**src/hw/rtl/cfs_pkg.sv**
```systemverilog
package cfs_pkg;

    localparam int MAX_DIM = 8;
    localparam int IDX_W   = 3;
    localparam int DIM_W   = 4;
    localparam int ADDR_W  = 6;
    localparam int DATA_W  = 32;

    localparam logic signed [DATA_W-1:0] Q_MAX = 32'sh7fff_ffff;
    localparam logic signed [DATA_W-1:0] Q_MIN = 32'sh8000_0000;

    typedef enum logic [2:0] {
        OP_LOAD_M = 3'd0,
        OP_LOAD_V = 3'd1,
        OP_FACTOR = 3'd2,
        OP_SOLVE  = 3'd3,
        OP_FWD    = 3'd4,
        OP_QFORM  = 3'd5,
        OP_READ   = 3'd6
    } cfs_op_t;

    typedef enum logic [1:0] {
        ST_OK    = 2'd0,
        ST_PIVOT = 2'd1,
        ST_DIV0  = 2'd2
    } cfs_status_t;

    typedef enum logic [3:0] {
        DP_NOP,
        DP_ACC_RAM,
        DP_ACC_VEC,
        DP_ACC_ZERO,
        DP_OPA_RAM,
        DP_MUL_AR,
        DP_MUL_RR,
        DP_MUL_RV,
        DP_MUL_VV,
        DP_ACC_SUB,
        DP_ACC_ADD,
        DP_DIV,
        DP_SQRT
    } cfs_dp_op_t;

    typedef enum logic [1:0] {
        WSEL_DATA,
        WSEL_ZERO,
        WSEL_RES
    } cfs_wsel_t;

    typedef enum logic [1:0] {
        OSEL_ZERO,
        OSEL_VEC,
        OSEL_ACC,
        OSEL_RAM
    } cfs_osel_t;

    typedef enum logic [5:0] {
        S_IDLE,
        S_F_J, S_F_JJ, S_F_DK, S_F_DK_M, S_F_DK_S, S_F_PIV, S_F_ZC, S_F_SQ_W,
        S_F_I, S_F_I_LD, S_F_IK, S_F_IK_A, S_F_IK_B, S_F_IK_S, S_F_DEN, S_F_DIV_W,
        S_F_CJ, S_F_CI,
        S_FI, S_FJ, S_FJ_M, S_FJ_S, S_FDEN, S_FDIV_W,
        S_BI, S_BJ, S_BJ_M, S_BJ_S, S_BDEN, S_BDIV_W,
        S_Q_I, S_Q_S,
        S_EMIT_ZERO, S_EMIT_ACC, S_EMIT_RD, S_EMIT_VEC
    } cfs_state_t;

    typedef struct packed {
        cfs_dp_op_t        op;
        logic              ram_we;
        logic [ADDR_W-1:0] ram_addr;
        cfs_wsel_t         ram_wsel;
        logic              vec_we;
        logic [IDX_W-1:0]  vidx;
        cfs_wsel_t         vec_wsel;
        logic              out_load;
        cfs_osel_t         out_sel;
        logic [IDX_W-1:0]  out_index;
        logic              out_last;
        logic              pivot_clr;
        logic              pivot_set;
        logic              dz_clr;
    } cfs_cmd_t;

    typedef struct packed {
        logic busy;
        logic acc_nonpos;
        logic out_busy;
    } cfs_stat_t;

    function automatic logic signed [DATA_W-1:0] sat32(input logic signed [63:0] x);
        logic signed [DATA_W-1:0] r;
        if (x > 64'sh0000_0000_7fff_ffff)
        begin
            r = Q_MAX;
        end
        else if (x < -64'sh0000_0000_8000_0000)
        begin
            r = Q_MIN;
        end
        else
        begin
            r = x[DATA_W-1:0];
        end
        return r;
    endfunction

endpackage

```
**src/hw/rtl/cfs_controller.sv**
```systemverilog
module cfs_controller (
    input  logic                       clk,
    input  logic                       rst_n,
    input  logic                       cfg_wr_en,
    input  logic [cfs_pkg::DIM_W-1:0]  cfg_wr_data,
    input  logic                       in_valid,
    output logic                       in_ready,
    input  logic [2:0]                 operation,
    input  logic [cfs_pkg::IDX_W-1:0]  row_index,
    input  logic [cfs_pkg::IDX_W-1:0]  col_index,
    input  cfs_pkg::cfs_stat_t         stat,
    output cfs_pkg::cfs_cmd_t          cmd
);

    cfs_pkg::cfs_state_t         state_reg, state_next;
    logic [cfs_pkg::DIM_W-1:0]   size_reg;
    logic [cfs_pkg::DIM_W-1:0]   i_reg, i_next, j_reg, j_next, k_reg, k_next;
    logic [cfs_pkg::DIM_W-1:0]   p, b;
    cfs_pkg::cfs_op_t            op_reg, op_next;
    logic [cfs_pkg::IDX_W-1:0]   r_reg, c_reg;
    logic [cfs_pkg::IDX_W-1:0]   ii, jj, kk, bb;

    always_comb
    begin
        if (size_reg == '0)
        begin
            p = cfs_pkg::DIM_W'(1);
        end
        else if (size_reg > cfs_pkg::DIM_W'(cfs_pkg::MAX_DIM))
        begin
            p = cfs_pkg::DIM_W'(cfs_pkg::MAX_DIM);
        end
        else
        begin
            p = size_reg;
        end
    end

    assign b  = i_reg - cfs_pkg::DIM_W'(1);
    assign ii = i_reg[cfs_pkg::IDX_W-1:0];
    assign jj = j_reg[cfs_pkg::IDX_W-1:0];
    assign kk = k_reg[cfs_pkg::IDX_W-1:0];
    assign bb = b[cfs_pkg::IDX_W-1:0];

    always_ff @(posedge clk or negedge rst_n)
    begin
        if (!rst_n)
        begin
            state_reg <= cfs_pkg::S_IDLE;
            size_reg  <= cfs_pkg::DIM_W'(cfs_pkg::MAX_DIM);
            op_reg    <= cfs_pkg::OP_LOAD_M;
        end
        else
        begin
            state_reg <= state_next;
            op_reg    <= op_next;
            if (cfg_wr_en)
            begin
                size_reg <= cfg_wr_data;
            end
        end
    end

    always_ff @(posedge clk)
    begin
        i_reg <= i_next;
        j_reg <= j_next;
        k_reg <= k_next;
        if (in_valid && in_ready)
        begin
            r_reg <= row_index;
            c_reg <= col_index;
        end
    end

    always_comb
    begin
        state_next    = state_reg;
        i_next        = i_reg;
        j_next        = j_reg;
        k_next        = k_reg;
        op_next       = op_reg;
        in_ready      = 1'b0;
        cmd.op        = cfs_pkg::DP_NOP;
        cmd.ram_we    = 1'b0;
        cmd.ram_addr  = {ii, jj};
        cmd.ram_wsel  = cfs_pkg::WSEL_ZERO;
        cmd.vec_we    = 1'b0;
        cmd.vidx      = ii;
        cmd.vec_wsel  = cfs_pkg::WSEL_RES;
        cmd.out_load  = 1'b0;
        cmd.out_sel   = cfs_pkg::OSEL_ZERO;
        cmd.out_index = '0;
        cmd.out_last  = 1'b1;
        cmd.pivot_clr = 1'b0;
        cmd.pivot_set = 1'b0;
        cmd.dz_clr    = 1'b0;

        unique case (state_reg)
            cfs_pkg::S_IDLE:
            begin
                in_ready     = 1'b1;
                cmd.ram_addr = {row_index, col_index};
                cmd.vidx     = row_index;
                if (in_valid)
                begin
                    op_next = cfs_pkg::cfs_op_t'(operation);
                    unique case (operation)
                        cfs_pkg::OP_LOAD_M:
                        begin
                            cmd.ram_we   = 1'b1;
                            cmd.ram_wsel = cfs_pkg::WSEL_DATA;
                        end
                        cfs_pkg::OP_LOAD_V:
                        begin
                            cmd.vec_we   = 1'b1;
                            cmd.vec_wsel = cfs_pkg::WSEL_DATA;
                        end
                        cfs_pkg::OP_FACTOR:
                        begin
                            cmd.pivot_clr = 1'b1;
                            cmd.dz_clr    = 1'b1;
                            j_next        = '0;
                            state_next    = cfs_pkg::S_F_J;
                        end
                        cfs_pkg::OP_SOLVE, cfs_pkg::OP_FWD, cfs_pkg::OP_QFORM:
                        begin
                            cmd.dz_clr = 1'b1;
                            i_next     = '0;
                            state_next = cfs_pkg::S_FI;
                        end
                        cfs_pkg::OP_READ:
                        begin
                            cmd.dz_clr = 1'b1;
                            state_next = cfs_pkg::S_EMIT_RD;
                        end
                        default:
                        begin
                            state_next = cfs_pkg::S_IDLE;
                        end
                    endcase
                end
            end

            cfs_pkg::S_F_J:
            begin
                cmd.ram_addr = {jj, jj};
                if (j_reg == p)
                begin
                    j_next     = '0;
                    state_next = cfs_pkg::S_F_CJ;
                end
                else
                begin
                    state_next = cfs_pkg::S_F_JJ;
                end
            end
            cfs_pkg::S_F_JJ:
            begin
                cmd.op     = cfs_pkg::DP_ACC_RAM;
                i_next     = '0;
                state_next = cfs_pkg::S_F_DK;
            end
            cfs_pkg::S_F_DK:
            begin
                cmd.ram_addr = {jj, ii};
                state_next   = (i_reg == j_reg) ? cfs_pkg::S_F_PIV : cfs_pkg::S_F_DK_M;
            end
            cfs_pkg::S_F_DK_M:
            begin
                cmd.op     = cfs_pkg::DP_MUL_RR;
                state_next = cfs_pkg::S_F_DK_S;
            end
            cfs_pkg::S_F_DK_S:
            begin
                cmd.op     = cfs_pkg::DP_ACC_SUB;
                i_next     = i_reg + cfs_pkg::DIM_W'(1);
                state_next = cfs_pkg::S_F_DK;
            end
            cfs_pkg::S_F_PIV:
            begin
                if (stat.acc_nonpos)
                begin
                    cmd.pivot_set = 1'b1;
                    i_next        = j_reg;
                    state_next    = cfs_pkg::S_F_ZC;
                end
                else
                begin
                    cmd.op     = cfs_pkg::DP_SQRT;
                    state_next = cfs_pkg::S_F_SQ_W;
                end
            end
            cfs_pkg::S_F_ZC:
            begin
                if (i_reg == p)
                begin
                    j_next     = j_reg + cfs_pkg::DIM_W'(1);
                    state_next = cfs_pkg::S_F_J;
                end
                else
                begin
                    cmd.ram_we   = 1'b1;
                    cmd.ram_addr = {ii, jj};
                    i_next       = i_reg + cfs_pkg::DIM_W'(1);
                end
            end
            cfs_pkg::S_F_SQ_W:
            begin
                if (!stat.busy)
                begin
                    cmd.ram_we   = 1'b1;
                    cmd.ram_addr = {jj, jj};
                    cmd.ram_wsel = cfs_pkg::WSEL_RES;
                    i_next       = j_reg + cfs_pkg::DIM_W'(1);
                    state_next   = cfs_pkg::S_F_I;
                end
            end
            cfs_pkg::S_F_I:
            begin
                cmd.ram_addr = {ii, jj};
                if (i_reg == p)
                begin
                    j_next     = j_reg + cfs_pkg::DIM_W'(1);
                    state_next = cfs_pkg::S_F_J;
                end
                else
                begin
                    state_next = cfs_pkg::S_F_I_LD;
                end
            end
            cfs_pkg::S_F_I_LD:
            begin
                cmd.op     = cfs_pkg::DP_ACC_RAM;
                k_next     = '0;
                state_next = cfs_pkg::S_F_IK;
            end
            cfs_pkg::S_F_IK:
            begin
                if (k_reg == j_reg)
                begin
                    cmd.ram_addr = {jj, jj};
                    state_next   = cfs_pkg::S_F_DEN;
                end
                else
                begin
                    cmd.ram_addr = {ii, kk};
                    state_next   = cfs_pkg::S_F_IK_A;
                end
            end
            cfs_pkg::S_F_IK_A:
            begin
                cmd.op       = cfs_pkg::DP_OPA_RAM;
                cmd.ram_addr = {jj, kk};
                state_next   = cfs_pkg::S_F_IK_B;
            end
            cfs_pkg::S_F_IK_B:
            begin
                cmd.op     = cfs_pkg::DP_MUL_AR;
                state_next = cfs_pkg::S_F_IK_S;
            end
            cfs_pkg::S_F_IK_S:
            begin
                cmd.op     = cfs_pkg::DP_ACC_SUB;
                k_next     = k_reg + cfs_pkg::DIM_W'(1);
                state_next = cfs_pkg::S_F_IK;
            end
            cfs_pkg::S_F_DEN:
            begin
                cmd.op     = cfs_pkg::DP_DIV;
                state_next = cfs_pkg::S_F_DIV_W;
            end
            cfs_pkg::S_F_DIV_W:
            begin
                if (!stat.busy)
                begin
                    cmd.ram_we   = 1'b1;
                    cmd.ram_addr = {ii, jj};
                    cmd.ram_wsel = cfs_pkg::WSEL_RES;
                    i_next       = i_reg + cfs_pkg::DIM_W'(1);
                    state_next   = cfs_pkg::S_F_I;
                end
            end
            cfs_pkg::S_F_CJ:
            begin
                if (j_reg == p)
                begin
                    state_next = cfs_pkg::S_EMIT_ZERO;
                end
                else
                begin
                    i_next     = j_reg + cfs_pkg::DIM_W'(1);
                    state_next = cfs_pkg::S_F_CI;
                end
            end
            cfs_pkg::S_F_CI:
            begin
                if (i_reg == p)
                begin
                    j_next     = j_reg + cfs_pkg::DIM_W'(1);
                    state_next = cfs_pkg::S_F_CJ;
                end
                else
                begin
                    cmd.ram_we   = 1'b1;
                    cmd.ram_addr = {jj, ii};
                    i_next       = i_reg + cfs_pkg::DIM_W'(1);
                end
            end

            cfs_pkg::S_FI:
            begin
                if (i_reg == p)
                begin
                    if (op_reg == cfs_pkg::OP_SOLVE)
                    begin
                        state_next = cfs_pkg::S_BI;
                    end
                    else if (op_reg == cfs_pkg::OP_QFORM)
                    begin
                        cmd.op     = cfs_pkg::DP_ACC_ZERO;
                        i_next     = '0;
                        state_next = cfs_pkg::S_Q_I;
                    end
                    else
                    begin
                        i_next     = '0;
                        state_next = cfs_pkg::S_EMIT_VEC;
                    end
                end
                else
                begin
                    cmd.op     = cfs_pkg::DP_ACC_VEC;
                    j_next     = '0;
                    state_next = cfs_pkg::S_FJ;
                end
            end
            cfs_pkg::S_FJ:
            begin
                if (j_reg == i_reg)
                begin
                    cmd.ram_addr = {ii, ii};
                    state_next   = cfs_pkg::S_FDEN;
                end
                else
                begin
                    cmd.ram_addr = {ii, jj};
                    state_next   = cfs_pkg::S_FJ_M;
                end
            end
            cfs_pkg::S_FJ_M:
            begin
                cmd.op     = cfs_pkg::DP_MUL_RV;
                cmd.vidx   = jj;
                state_next = cfs_pkg::S_FJ_S;
            end
            cfs_pkg::S_FJ_S:
            begin
                cmd.op     = cfs_pkg::DP_ACC_SUB;
                j_next     = j_reg + cfs_pkg::DIM_W'(1);
                state_next = cfs_pkg::S_FJ;
            end
            cfs_pkg::S_FDEN:
            begin
                cmd.op     = cfs_pkg::DP_DIV;
                state_next = cfs_pkg::S_FDIV_W;
            end
            cfs_pkg::S_FDIV_W:
            begin
                if (!stat.busy)
                begin
                    cmd.vec_we = 1'b1;
                    i_next     = i_reg + cfs_pkg::DIM_W'(1);
                    state_next = cfs_pkg::S_FI;
                end
            end

            cfs_pkg::S_BI:
            begin
                cmd.vidx = bb;
                if (i_reg == '0)
                begin
                    state_next = cfs_pkg::S_EMIT_VEC;
                end
                else
                begin
                    cmd.op     = cfs_pkg::DP_ACC_VEC;
                    j_next     = i_reg;
                    state_next = cfs_pkg::S_BJ;
                end
            end
            cfs_pkg::S_BJ:
            begin
                if (j_reg == p)
                begin
                    cmd.ram_addr = {bb, bb};
                    state_next   = cfs_pkg::S_BDEN;
                end
                else
                begin
                    cmd.ram_addr = {jj, bb};
                    state_next   = cfs_pkg::S_BJ_M;
                end
            end
            cfs_pkg::S_BJ_M:
            begin
                cmd.op     = cfs_pkg::DP_MUL_RV;
                cmd.vidx   = jj;
                state_next = cfs_pkg::S_BJ_S;
            end
            cfs_pkg::S_BJ_S:
            begin
                cmd.op     = cfs_pkg::DP_ACC_SUB;
                j_next     = j_reg + cfs_pkg::DIM_W'(1);
                state_next = cfs_pkg::S_BJ;
            end
            cfs_pkg::S_BDEN:
            begin
                cmd.op     = cfs_pkg::DP_DIV;
                state_next = cfs_pkg::S_BDIV_W;
            end
            cfs_pkg::S_BDIV_W:
            begin
                cmd.vidx = bb;
                if (!stat.busy)
                begin
                    cmd.vec_we = 1'b1;
                    i_next     = b;
                    state_next = cfs_pkg::S_BI;
                end
            end

            cfs_pkg::S_Q_I:
            begin
                if (i_reg == p)
                begin
                    state_next = cfs_pkg::S_EMIT_ACC;
                end
                else
                begin
                    cmd.op     = cfs_pkg::DP_MUL_VV;
                    state_next = cfs_pkg::S_Q_S;
                end
            end
            cfs_pkg::S_Q_S:
            begin
                cmd.op     = cfs_pkg::DP_ACC_ADD;
                i_next     = i_reg + cfs_pkg::DIM_W'(1);
                state_next = cfs_pkg::S_Q_I;
            end

            cfs_pkg::S_EMIT_ZERO:
            begin
                if (!stat.out_busy)
                begin
                    cmd.out_load = 1'b1;
                    state_next   = cfs_pkg::S_IDLE;
                end
            end
            cfs_pkg::S_EMIT_ACC:
            begin
                cmd.out_sel = cfs_pkg::OSEL_ACC;
                if (!stat.out_busy)
                begin
                    cmd.out_load = 1'b1;
                    state_next   = cfs_pkg::S_IDLE;
                end
            end
            cfs_pkg::S_EMIT_RD:
            begin
                cmd.ram_addr = {r_reg, c_reg};
                cmd.out_sel  = cfs_pkg::OSEL_RAM;
                if (!stat.out_busy)
                begin
                    cmd.out_load = 1'b1;
                    state_next   = cfs_pkg::S_IDLE;
                end
            end
            cfs_pkg::S_EMIT_VEC:
            begin
                cmd.out_sel   = cfs_pkg::OSEL_VEC;
                cmd.out_index = ii;
                cmd.out_last  = (i_reg == p - cfs_pkg::DIM_W'(1));
                if (!stat.out_busy)
                begin
                    cmd.out_load = 1'b1;
                    i_next       = i_reg + cfs_pkg::DIM_W'(1);
                    if (i_reg == p - cfs_pkg::DIM_W'(1))
                    begin
                        state_next = cfs_pkg::S_IDLE;
                    end
                end
            end
            default:
            begin
                state_next = cfs_pkg::S_IDLE;
            end
        endcase
    end

endmodule

```
**config.mk**
```make
export PLATFORM = sky130hd
export DESIGN_NAME = cfs_controller
export DESIGN_NICKNAME = d
export VERILOG_FILES = /design/src/hw/rtl/cfs_pkg.sv /design/src/hw/rtl/cfs_controller.sv
export SDC_FILE = /design/constraint.sdc
export NUM_CORES = 1
export LEC_CHECK = 0
export BUFFER_PORTS_ARGS = -buffer_cell sky130_fd_sc_hd__buf_2
export CAP_MARGIN = 5
export CORE_AREA = 2 2 81 140
export CTS_CLUSTER_SIZE = 8
export DETAILED_ROUTE_END_ITERATION = 8
export DIE_AREA = 0 0 83 142
export GPL_ROUTABILITY_DRIVEN = 0
export PLACE_DENSITY = 0.58
export SYNTH_ARGS = -nofsm -noshare
export SYNTH_HDL_FRONTEND = slang
export SYNTH_SLANG_ARGS = --single-unit
```
**constraint.sdc**
```tcl
create_clock -name clk -period 2.7 [get_ports clk]
set_input_delay 0 -clock clk [delete_from_list [all_inputs] [get_ports clk]]
set_output_delay 0 -clock clk [all_outputs]
set_load 0.03 [all_outputs]
```
==> metrics.md, run 1 <==
| Metric | Value |
|---|---|
| Status | complete, no violations |
| Worst stage delay on the critical path | 0.57 ns |
| CP max-delay cell | dfrtp_1 |
| HP Class | in2reg |
| Worst R2R Setup Slack | 0.11 ns |
| Cell Chain, Critical Path | nor2_2 -> nand3_1 -> inv_1 -> buf_4 -> nand2_1 -> nor3_2 -> a21oi_1 -> nand2_1 -> buf_2 |
| Critical Path Most Common Cell | nand2_1 |
| Clock Latency Late Sink | 0.28 ns |
| CTS max path bufs | 2 |
| Final wirelength | 14.5 mm |
| Ports | 50 |
| Final Hold Vio Count | 0 |
| CP Buf/Inv Count | 3 |
| DP HPWL | 11.5 mm |
| Core box area | 10,700 um2 |
| Htree depth | 2 |
| Initial core utilization | 34.0% |
| RSZ-0062 raised after global routing | false |
| FFs w/ async S/R, synth | 41.9% |
| Root Buffer | clkbuf_16 |
| Crit path max-delay family | simple AND/OR/NAND/NOR gates |
| Vias per Instance | 6.08 |
| Sw frac | 52.9% |
| P_sw | 3.21 mW |
| P_leak | 1.91 nW |
| Syn nets | 507 |
| Initial DRC Count | 389 |
| Mapped Cells | 482 |
| XOR/XNOR share of the synthesized area | 6.01% |
| Most frequent cell after synthesis | nor2_1 |
| Max_cap viols | 0 |
| Adder-cell share of the synthesized area | 1.72% |
| Total negative slack | 0 ns |
| Top post-synthesis cells by count | 52 x nor2_1, 41 x nand2_1, 23 x a21oi_1, 23 x o21ai_0, 22 x nor3_1 |
| Area occupied by multi-input gates | 2580 um2 |
| End-of-flow core utilization | 43.4% |
| Slew Limit Headroom | 50.4% |
| WP data required | 2.70 ns |
| Post-synth top area cell | edfxtp_1 |
| Synthesis warning total | 0 |
| Maximum VDD drop | 403 uV |
| CP arrival | 2.66 ns |
| DRC Markers | 0 |
| Pwr Total | 6.08 mW |
| Crit path time final | 2.66 ns |
| Synth top area share | 14.8% |
| Clock Skew | 0.00375 ns |
| Max-slew violation count | 0 |
| Horiz. Die Dim | 83 um |
| Synth Cell Area | 3640 um2 |
| Synth Area in Simple Gates | 32.5% |
| Fillers | 1,082 |
| Sequential-to-total area share from yosys stat | 23.8% |
| Fmax | 376 MHz |
| Mux contribution to synthesized area | 4.74% |
| Max reg flops | 6 |
| Startpoint types | flop |
| Syn Area/Cell | 7.56 um2 |
| Clk sink count | 31 |
| Flop pwr share | 16.2% |
| Vias in the first global route | 4,058 |
| Final net count | 592 |
| Setup WS post-layout | 0.0384 ns |
| Gr ovfl total | 0 |
| Total track usage | 23.5% |
| Pwr per Cell Area | 1310 nW/um2 |
| Worst setup path class | reg2out |
| Final setup vio count | 0 |
| Synth Area in Compound Gates | 23.6% |
| Crit end category | primary output |
| Yosys cell types | 73 |
| Reg area | 872 um2 |
| FF+latch count, synth | 31 |
| Pin count of the biggest net entering global routing | 23 |
| Worst-path clk slew | 0.05 ns |
| Comb power frac | 73.8% |
| Post-route ant nets | 0 |
| Drt first pass iters | 5 |
| Least-Margin Pin Slew | 0.737 ns |
| Vias | 4,244 |
| Final non-filler cell total | 698 |
| Rows | 50 |
| Critical path fanouts, max | 15 |
| Primary FF master, synth | edfxtp_1 |
| P_int | 2.86 mW |
| Per-cell routed wire length | 20.7 um |
| Layout cell share with drive strength beyond 1 | 28.9% |
| EDFF count, synth | 18 |
| CTS Buf Count | 5 |
| DP Worst Slack | 0.112 ns |
| Main combinational cell family by area after synthesis | simple AND/OR/NAND/NOR gates |
| Clock network fraction of design power | 10.0% |
| CTS tree | built |
| Initial antenna violation count | 0 |
| ANT cells | 0 |
| Final Cycle Share | 98.6% |
| Placed Cells | 674 |
| First-pass GRT wire length | 21.8 mm |
| Area contributors post-synth | edfxtp_1 15%, dfrtp_1 8.2%, nor2_1 5.4% |
| Synth-to-Final Area Change | 27.4% |
| # port buffers | 48 |
| Die Ht | 142 um |
| Die area | 11,800 um2 |
## worst paths after layout
check,start,to,depth (start not counted)
max,state_reg[1],cmd[24],9
min,cfg_wr_en,size_reg[2],2
max reg2reg,size_reg[3],state_reg[1],9
min reg2reg,op_reg[2],op_reg[2],1
max in group asynchronous,rst_n,size_reg[3],2
min in group asynchronous,rst_n,state_reg[4],2
## through the flow
step                hold slack [ns]  cell area [um2]
floorplan                    -0.296             3680
global placement             -0.107             4300
detailed placement          -0.0972             4300
CTS                          0.0311             4580
global route                 0.0479             4640
finish                       0.0292             4640
## power by group through the flow
stage / sequential (mW) / clock (mW) / combinational, mW
floorplan: 0.807 / 0 / 3.07
finish: 0.984 / 0.610 / 4.48
global placement: 0.973 / 0 / 4.28
CTS: 0.969 / 0.615 / 4.35
detailed placement: 0.974 / 0 / 4.31
global route: 0.998 / 0.632 / 4.74
## layout make-up
cell class                      count  area share (%)
Clock inverter                      2           0.189
Timing Repair Buffer              122            17.7
Sequential cell                    31            18.8
Multi-Input combinational cell    394            55.5
Inverter                           13            1.05
Tap cell                          130            3.51
Clock buffer                        6            3.24
## layer usage
layer	part of all wire (%)	global-route usage, %
met1	35	24.8
met2	51	43.3
met3	5.2	2.20
met4	8.7	16.9
met5	0	0
## cells in the final DEF (no fill, tap or decap), types with 6 or more instances in the layout
cell type / instances
a21oi_1: 23
a22oi_1: 8
and3_1: 8
buf_2: 49
buf_4: 62
clkbuf_16: 6
dfrtp_1: 8
dlygate4sd3_1: 11
edfxtp_1: 18
inv_1: 12
mux2_2: 7
mux2i_1: 6
nand2_1: 41
nand2b_1: 16
nand3_1: 14
nand4_1: 8
nor2_1: 51
nor2b_1: 13
nor3_1: 20
nor3_2: 6
nor4_1: 13
o211ai_1: 6
o21ai_0: 21
o22ai_1: 9
or2_2: 8
xnor2_1: 15
xor2_1: 9
## repair_timing
| item | CTS | global route |
|---|---|---|
| gates resized for setup | 2 | 11 |
| setup buffers | 0 | 5 |
| endpoints found under the hold margin | 23 | 0 |
| pin swaps | 0 | 2 |
| endpoints found under the setup margin | 3 | 17 |
| hold buffers | 11 | 0 |
## cells by family (layout without fill, tap and decap cells)
logic type / count (synthesis) / in the layout
xor+xnor: 25 / 25
buf+inv: 57 / 143
other cells: 1 / 1
mux: 16 / 16
flops: 31 / 31
compound gates: 121 / 121
fa+ha+maj: 5 / 5
simple gates: 226 / 226
(Power assumes the default switching activity.)
==> run 2: changes to the inputs <==
--- a/config.mk
+++ b/config.mk
@@ -12,7 +12,8 @@
 export DETAILED_ROUTE_END_ITERATION = 8
 export DIE_AREA = 0 0 83 142
 export GPL_ROUTABILITY_DRIVEN = 0
-export PLACE_DENSITY = 0.58
+export GPL_TIMING_DRIVEN = 0
+export PLACE_DENSITY = 0.56
 export SYNTH_ARGS = -nofsm -noshare
 export SYNTH_HDL_FRONTEND = slang
 export SYNTH_SLANG_ARGS = --single-unit
==> constraint.sdc (replaced) <==
create_clock -name clk -period 3.1 [get_ports clk]
set_input_delay 0 -clock clk [delete_from_list [all_inputs] [get_ports clk]]
set_output_delay 0 -clock clk [all_outputs]
set_load 0.03 [all_outputs]
==> run 2 against run 1 <==
Compared with the run above: critical path depth unchanged; non-clock buffer count fell by 22; register-to-register slack improved by 0.08 ns; routed wire length rose by 2.8%; clock power shrank 8.0%; global-route usage is 1.2 points higher; largest cell class unchanged.
==> metrics.md, run 2 (synthesis gave the netlist of run 1 again) <==
| Metric | Value |
|---|---|
| Status | complete, no violations |
| Layout cell share with drive strength beyond 1 | 21.8% (-7.1 points) |
| Final net count | 570 (-3.7%) |
| Core box area | 10,700 um2 (unchanged) |
| Most frequent cells in the layout | 66 x buf_2, 51 x nor2_1, 41 x nand2_1 |
| Crit end category | primary output |
| Die Ht | 142 um (unchanged) |
| Max reg flops | 6 (unchanged) |
| Slew Limit Headroom | 44.1% (-6.3 points) |
| Maximum VDD drop | 378 uV (-6.2%) |
| Final setup vio count | 0 (unchanged) |
| CTS tree | built |
| Final Hold Vio Count | 0 (unchanged) |
| Worst stage delay on the critical path | 0.40 ns (-0.17 ns) |
| Startpoint types | flop |
| Initial antenna violation count | 0 (unchanged) |
| Reg area | 867 um2 (-0.57%) |
| Pin count of the biggest net entering global routing | 14 (-39%) |
| Vias | 4,218 (-0.61%) |
| Least-Margin Pin Slew | 0.832 ns (+0.0947 ns) |
| Final Cycle Share | 95.4% |
| Clk sink count | 31 (unchanged) |
| P_leak | 1.72 nW (-9.9%) |
| Synth-to-Final Area Change | 19.1% |
| Total negative slack | 0 ns (unchanged) |
| Post-CTS Setup Bufs | 0 (unchanged) |
| Initial core utilization | 34.0% (unchanged) |
| Pwr per Cell Area | 1170 nW/um2 (-11%) |
| Drt first pass iters | 5 (unchanged) |
| DRC Markers | 0 (unchanged) |
| Fmax | 338 MHz |
| First-pass GRT wire length | 22.7 mm (+4.2%) |
| Clock Skew | 0.00432 ns (+0.000569 ns) |
| Crit path max-delay family | simple AND/OR/NAND/NOR gates |
| CP max-delay cell | dfrtp_1 |
| Max_cap viols | 0 (unchanged) |
| Worst setup path class | reg2out |
| Root Buffer | clkbuf_16 |
| Vias in the first global route | 4,186 (+3.2%) |
| Critical Path Most Common Cell | nand2_1 |
| Post-route ant nets | 0 (unchanged) |
| ANT cells | 0 (unchanged) |
| Clock Latency Late Sink | 0.29 ns (about the same) |
| DP HPWL | 11.6 mm (+0.86%) |
| Worst-path clk slew | 0.06 ns (about the same) |
| Horiz. Die Dim | 83 um (unchanged) |
| Fillers | 1,117 (+3.2%) |
| Vias per Instance | 6.24 (+2.6%) |
| Most common cell after layout, fill and taps aside | buf_2 |
| CP arrival | 2.96 ns (+0.30 ns) |
| RSZ-0062 raised after global routing | false |
| Initial DRC Count | 375 (-3.6%) |
| Critical path fanouts, max | 10 (-5) |
| HP Class | in2reg |
| CP Buf/Inv Count | 3 (unchanged) |
| # port buffers | 45 (-6.3%) |
| Die area | 11,800 um2 (unchanged) |
| CTS max path bufs | 2 (unchanged) |
| Gr ovfl total | 0 (unchanged) |
| Area occupied by multi-input gates | 2530 um2 (-1.7%) |
| Htree depth | 2 (unchanged) |
| Hold slack | 0.0221 ns (-0.00705 ns) |
| Ports | 50 (unchanged) |
| Crit path time final | 2.96 ns |
| WP data required | 3.10 ns (+0.40 ns) |
| Per-cell routed wire length | 22.0 um (+6.1%) |
| CTS Buf Count | 5 (unchanged) |
| Cell Chain, Critical Path | buf_4 -> nor2_2 -> nand3_2 -> inv_2 -> nand2_1 -> nor3_1 -> nand2_1 -> o21ai_0 -> buf_2 |
| Rows | 50 (unchanged) |
| Total track usage | 24.7% (+1.2 points) |
| Max-slew violation count | 0 (unchanged) |
| Final wirelength | 14.9 mm (+2.8%) |
[run 2: power by group]
| part | switching, mW | leakage (nW) | internal, mW |
|---|---|---|---|
| combinational | 2.50 | 1.31 | 1.26 |
| clock | 0.194 | 0.0850 | 0.367 |
| sequential | 0.122 | 0.328 | 0.627 |
[run 2: per-layer routing]
metal  global-route usage, %  wire length (um)  up-vias
met1                    24.8              5090     1955
met5                       0                 0        -
li1                        -                 -     1896
met4                    20.9              1190        0
met2                    44.3              7540      279
met3                    3.83              1060       88
[run 2: worst paths after layout]
path / cells past startpoint / startpoint / to / slack, ns
worst max-delay path: 9 / state_reg[5] / cmd[15] / 0.14
worst min-delay path: 2 / cfg_wr_en / size_reg[2] / 0.02
worst max register to register: 7 / j_reg[1] / i_reg[2] / 0.19
worst min register to register: 1 / size_reg[0] / size_reg[0] / 0.53
max in group asynchronous: 2 / rst_n / size_reg[3] / 2.68
min in group asynchronous: 2 / rst_n / state_reg[4] / 0.13
[run 2: layout make-up]
type	count	share of cell area [%]
sequential	31	20.0
clock inverter	1	0.115
buffer	44	5.16
tap	130	3.75
clock buffer	7	3.78
inverter	13	1.12
multi-input combinational	394	58.4
timing repair buffer	56	7.73
[run 2: worst register-to-register path, delay by kind of cell (launching register included)]
| kind | cells | cell delay [ns] |
|---|---|---|
| compound gates | 3 | 1.09 |
| simple gates | 3 | 0.67 |
| flops | 1 | 0.50 |
| buf+inv | 1 | 0.31 |
[run 2: what timing repair did]
action,CTS,global route
pin swaps,0,0
setup endpoints to repair,4,11
resized for setup,1,7
hold buffers,11,0
hold endpoints to repair,23,0
[run 2: through the flow]
stage | cell area (um2) | power [mW] | setup WS [ns] | utilization [%] | cells
2_1_floorplan | 3640 | 3.32 | 0.292 | - | 482
3_3_place_gp | 4030 | 4.32 | -0.157 | 37.7 | 657
3_5_place_dp | 4030 | 4.32 | -0.195 | 37.7 | 657
4_1_cts | 4320 | 4.91 | 0.0181 | 40.3 | 676
5_1_grt | 4340 | 5.33 | 0.0365 | 40.6 | 676
6_report | 4340 | 5.07 | 0.142 | 40.6 | 676
==> run 3: changes to the inputs <==
==> constraint.sdc (replaced) <==
create_clock -name clk -period 2.8 [get_ports clk]
set_input_delay 0 -clock clk [delete_from_list [all_inputs] [get_ports clk]]
set_output_delay 0 -clock clk [all_outputs]
set_load 0.03 [all_outputs]
==> run 3 against run 2 <==
Compared with the run above: the run now ends with negative setup slack left; critical endpoint unchanged; die area stayed put; sequential cell count stayed put; sequential share of layout area is 0.36 points lower; sequential power is 12% higher; global-route usage is 0.45 points higher; routed wire length is 0.37% higher; design area is 2.1% higher; largest power group unchanged; combinational power is 15% higher.
==> metrics.md, run 3 (synthesis gave the netlist of run 1 again) <==
| Metric | Value |
|---|---|
| Most common cell after layout, fill and taps aside | buf_2 |
| Area occupied by multi-input gates | 2580 um2 (+1.8%) |
| CTS Buf Count | 5 (unchanged) |
| Core box area | 10,700 um2 (unchanged) |
| Initial DRC Count | 488 (+30%) |
| WP data required | 2.80 ns (-0.30 ns) |
| Gr ovfl total | 0 (unchanged) |
| Synth-to-Final Area Change | 21.6% |
| Ports | 50 (unchanged) |
| Clk sink count | 31 (unchanged) |
| Failing checks | negative setup slack |
| Vias in the first global route | 4,211 (+0.60%) |
| Per-cell routed wire length | 21.9 um (-0.66%) |
| Total track usage | 25.2% (+0.45 points) |
| Fmax | 355 MHz |
| Worst setup path class | reg2out |
| Rows | 50 (unchanged) |
| # port buffers | 45 (unchanged) |
| Layout cell share with drive strength beyond 1 | 24.4% (+2.6 points) |
| Pin count of the biggest net entering global routing | 14 (unchanged) |
| Startpoint types | flop |
| Max-slew violation count | 0 (unchanged) |
| Setup WS post-layout | -0.0184 ns (-0.161 ns) |
| Final Hold Vio Count | 0 (unchanged) |
| Final net count | 577 (+1.2%) |
| Final Cycle Share | 101% |
| Fillers | 1,120 (+0.27%) |
| Critical path fanouts, max | 10 (unchanged) |
| Max_cap viols | 0 (unchanged) |
| Vias | 4,265 (+1.1%) |
| Clock Latency Late Sink | 0.28 ns (about the same) |
| DP HPWL | 11.7 mm (+0.97%) |
| Crit end category | primary output |
| Post-route ant nets | 0 (unchanged) |
| Least-Margin Pin Slew | 0.696 ns (-0.136 ns) |
| ANT cells | 0 (unchanged) |
| HP Class | in2reg |
| RSZ-0062 raised after global routing | true |
| Initial antenna violation count | 0 (unchanged) |
| Root Buffer | clkbuf_16 |
| First-pass GRT wire length | 23.3 mm (+2.9%) |
| CP arrival | 2.82 ns (-0.14 ns) |
| CTS max path bufs | 2 (unchanged) |
| Vias per Instance | 6.24 (about the same) |
| DRC Markers | 0 (unchanged) |
| Max reg flops | 6 (unchanged) |
| Worst-path clk slew | 0.05 ns (about the same) |
| Htree depth | 2 (unchanged) |
| Most frequent cells in the layout | 66 x buf_2, 51 x nor2_1, 41 x nand2_1 |
| Final setup vio count | 1 (+1) |
| Slew Limit Headroom | 53.2% (+9.1 points) |
| Drt first pass iters | 8 (+3) |
| Die area | 11,800 um2 (unchanged) |
| P_leak | 1.76 nW (+2.5%) |
| Crit path time final | 2.82 ns |
| DP Worst Slack | -0.555 ns (-0.360 ns) |
| Reg area | 870 um2 (+0.29%) |
| Die Ht | 142 um (unchanged) |
| Pwr per Cell Area | 1290 nW/um2 (+11%) |
| Status | finished, violations left |
| Final wirelength | 14.9 mm (+0.37%) |
| Total negative slack | -0.0184 ns (-0.0184 ns) |
| Maximum VDD drop | 519 uV (+37%) |
| Clock Skew | 0.00263 ns (-0.00169 ns) |
| Initial core utilization | 34.0% (unchanged) |
| CTS tree | built |
| Horiz. Die Dim | 83 um (unchanged) |
==> run 3: worst paths after layout <==
| kind | start | to | slack, ns | cells after the start |
|---|---|---|---|---|
| max in group asynchronous | rst_n | size_reg[3] | 2.39 | 2 |
| worst min register to register | op_reg[2] | op_reg[2] | 0.54 | 1 |
| worst max-delay path | state_reg[5] | cmd[15] | -0.02 | 9 |
| worst min-delay path | cfg_wr_en | size_reg[3] | 0.02 | 2 |
| worst max register to register | i_reg[1] | state_reg[3] | 0.05 | 10 |
| min in group asynchronous | rst_n | state_reg[4] | 0.13 | 2 |
==> run 3: stage by stage <==
stage          hold WS, ns  power, mW  cells  utilization (%)  instance area [um2]
3_3_place_gp        -0.107       4.79    657             37.7                 4030
4_1_cts             0.0265       5.49    678             40.7                 4350
6_report            0.0213       5.74    683             41.4                 4430
5_1_grt             0.0341       6.04    683             41.4                 4430
3_5_place_dp       -0.0990       4.81    657             37.7                 4030
2_1_floorplan       -0.296       3.67    482                -                 3640
==> run 3: area by class of cell <==
| class | instances | area share, % |
|---|---|---|
| multi-input cells | 394 | 58.2 |
| flip-flops and latches | 31 | 19.6 |
| repair buffers | 63 | 8.75 |
| plain buffers | 44 | 5.14 |
| well taps | 130 | 3.67 |
| clock buffers | 8 | 3.53 |
| inverters | 13 | 1.10 |
==> run 3: per-layer routing <==
| metal | vias to the layer above | share of wire, % | GRT usage (%) | wire [um] |
|---|---|---|---|---|
| met1 | 1986 | 36 | 26.8 | 5300 |
| li1 | 1921 | - | - | - |
| met2 | 266 | 50 | 44.4 | 7500 |
| met3 | 92 | 6.4 | 3.94 | 959 |
| met4 | 0 | 7.8 | 18.8 | 1170 |
| met5 | - | 0 | 0 | 0 |
==> run 3: what timing repair did <==
| item | 4_1_cts | 5_1_grt |
|---|---|---|
| pin swaps | 1 | 5 |
| hold buffers | 11 | 0 |
| setup buffers | 2 | 5 |
| endpoints found under the setup margin | 18 | 16 |
| gates resized for setup | 9 | 15 |
| cloned | 0 | 0 |
| hold endpoints to repair | 23 | 0 |
==> run 3: where the power goes <==
part | switching, mW | leakage, nW | internal (mW)
Clock | 0.204 | 0.0772 | 0.378
Sequential | 0.144 | 0.326 | 0.695
Combinational | 2.81 | 1.36 | 1.50
==> run 3: critical path, stage by stage, from the launching register on <==
cell and delay, ns:
dfrtp_1 0.40, buf_4 0.19, nor2_2 0.34, nand3_2 0.25, inv_2 0.22, nand2_1 0.28
nor3_1 0.27, nand2_1 0.19, o21ai_0 0.14, buf_2 0.24
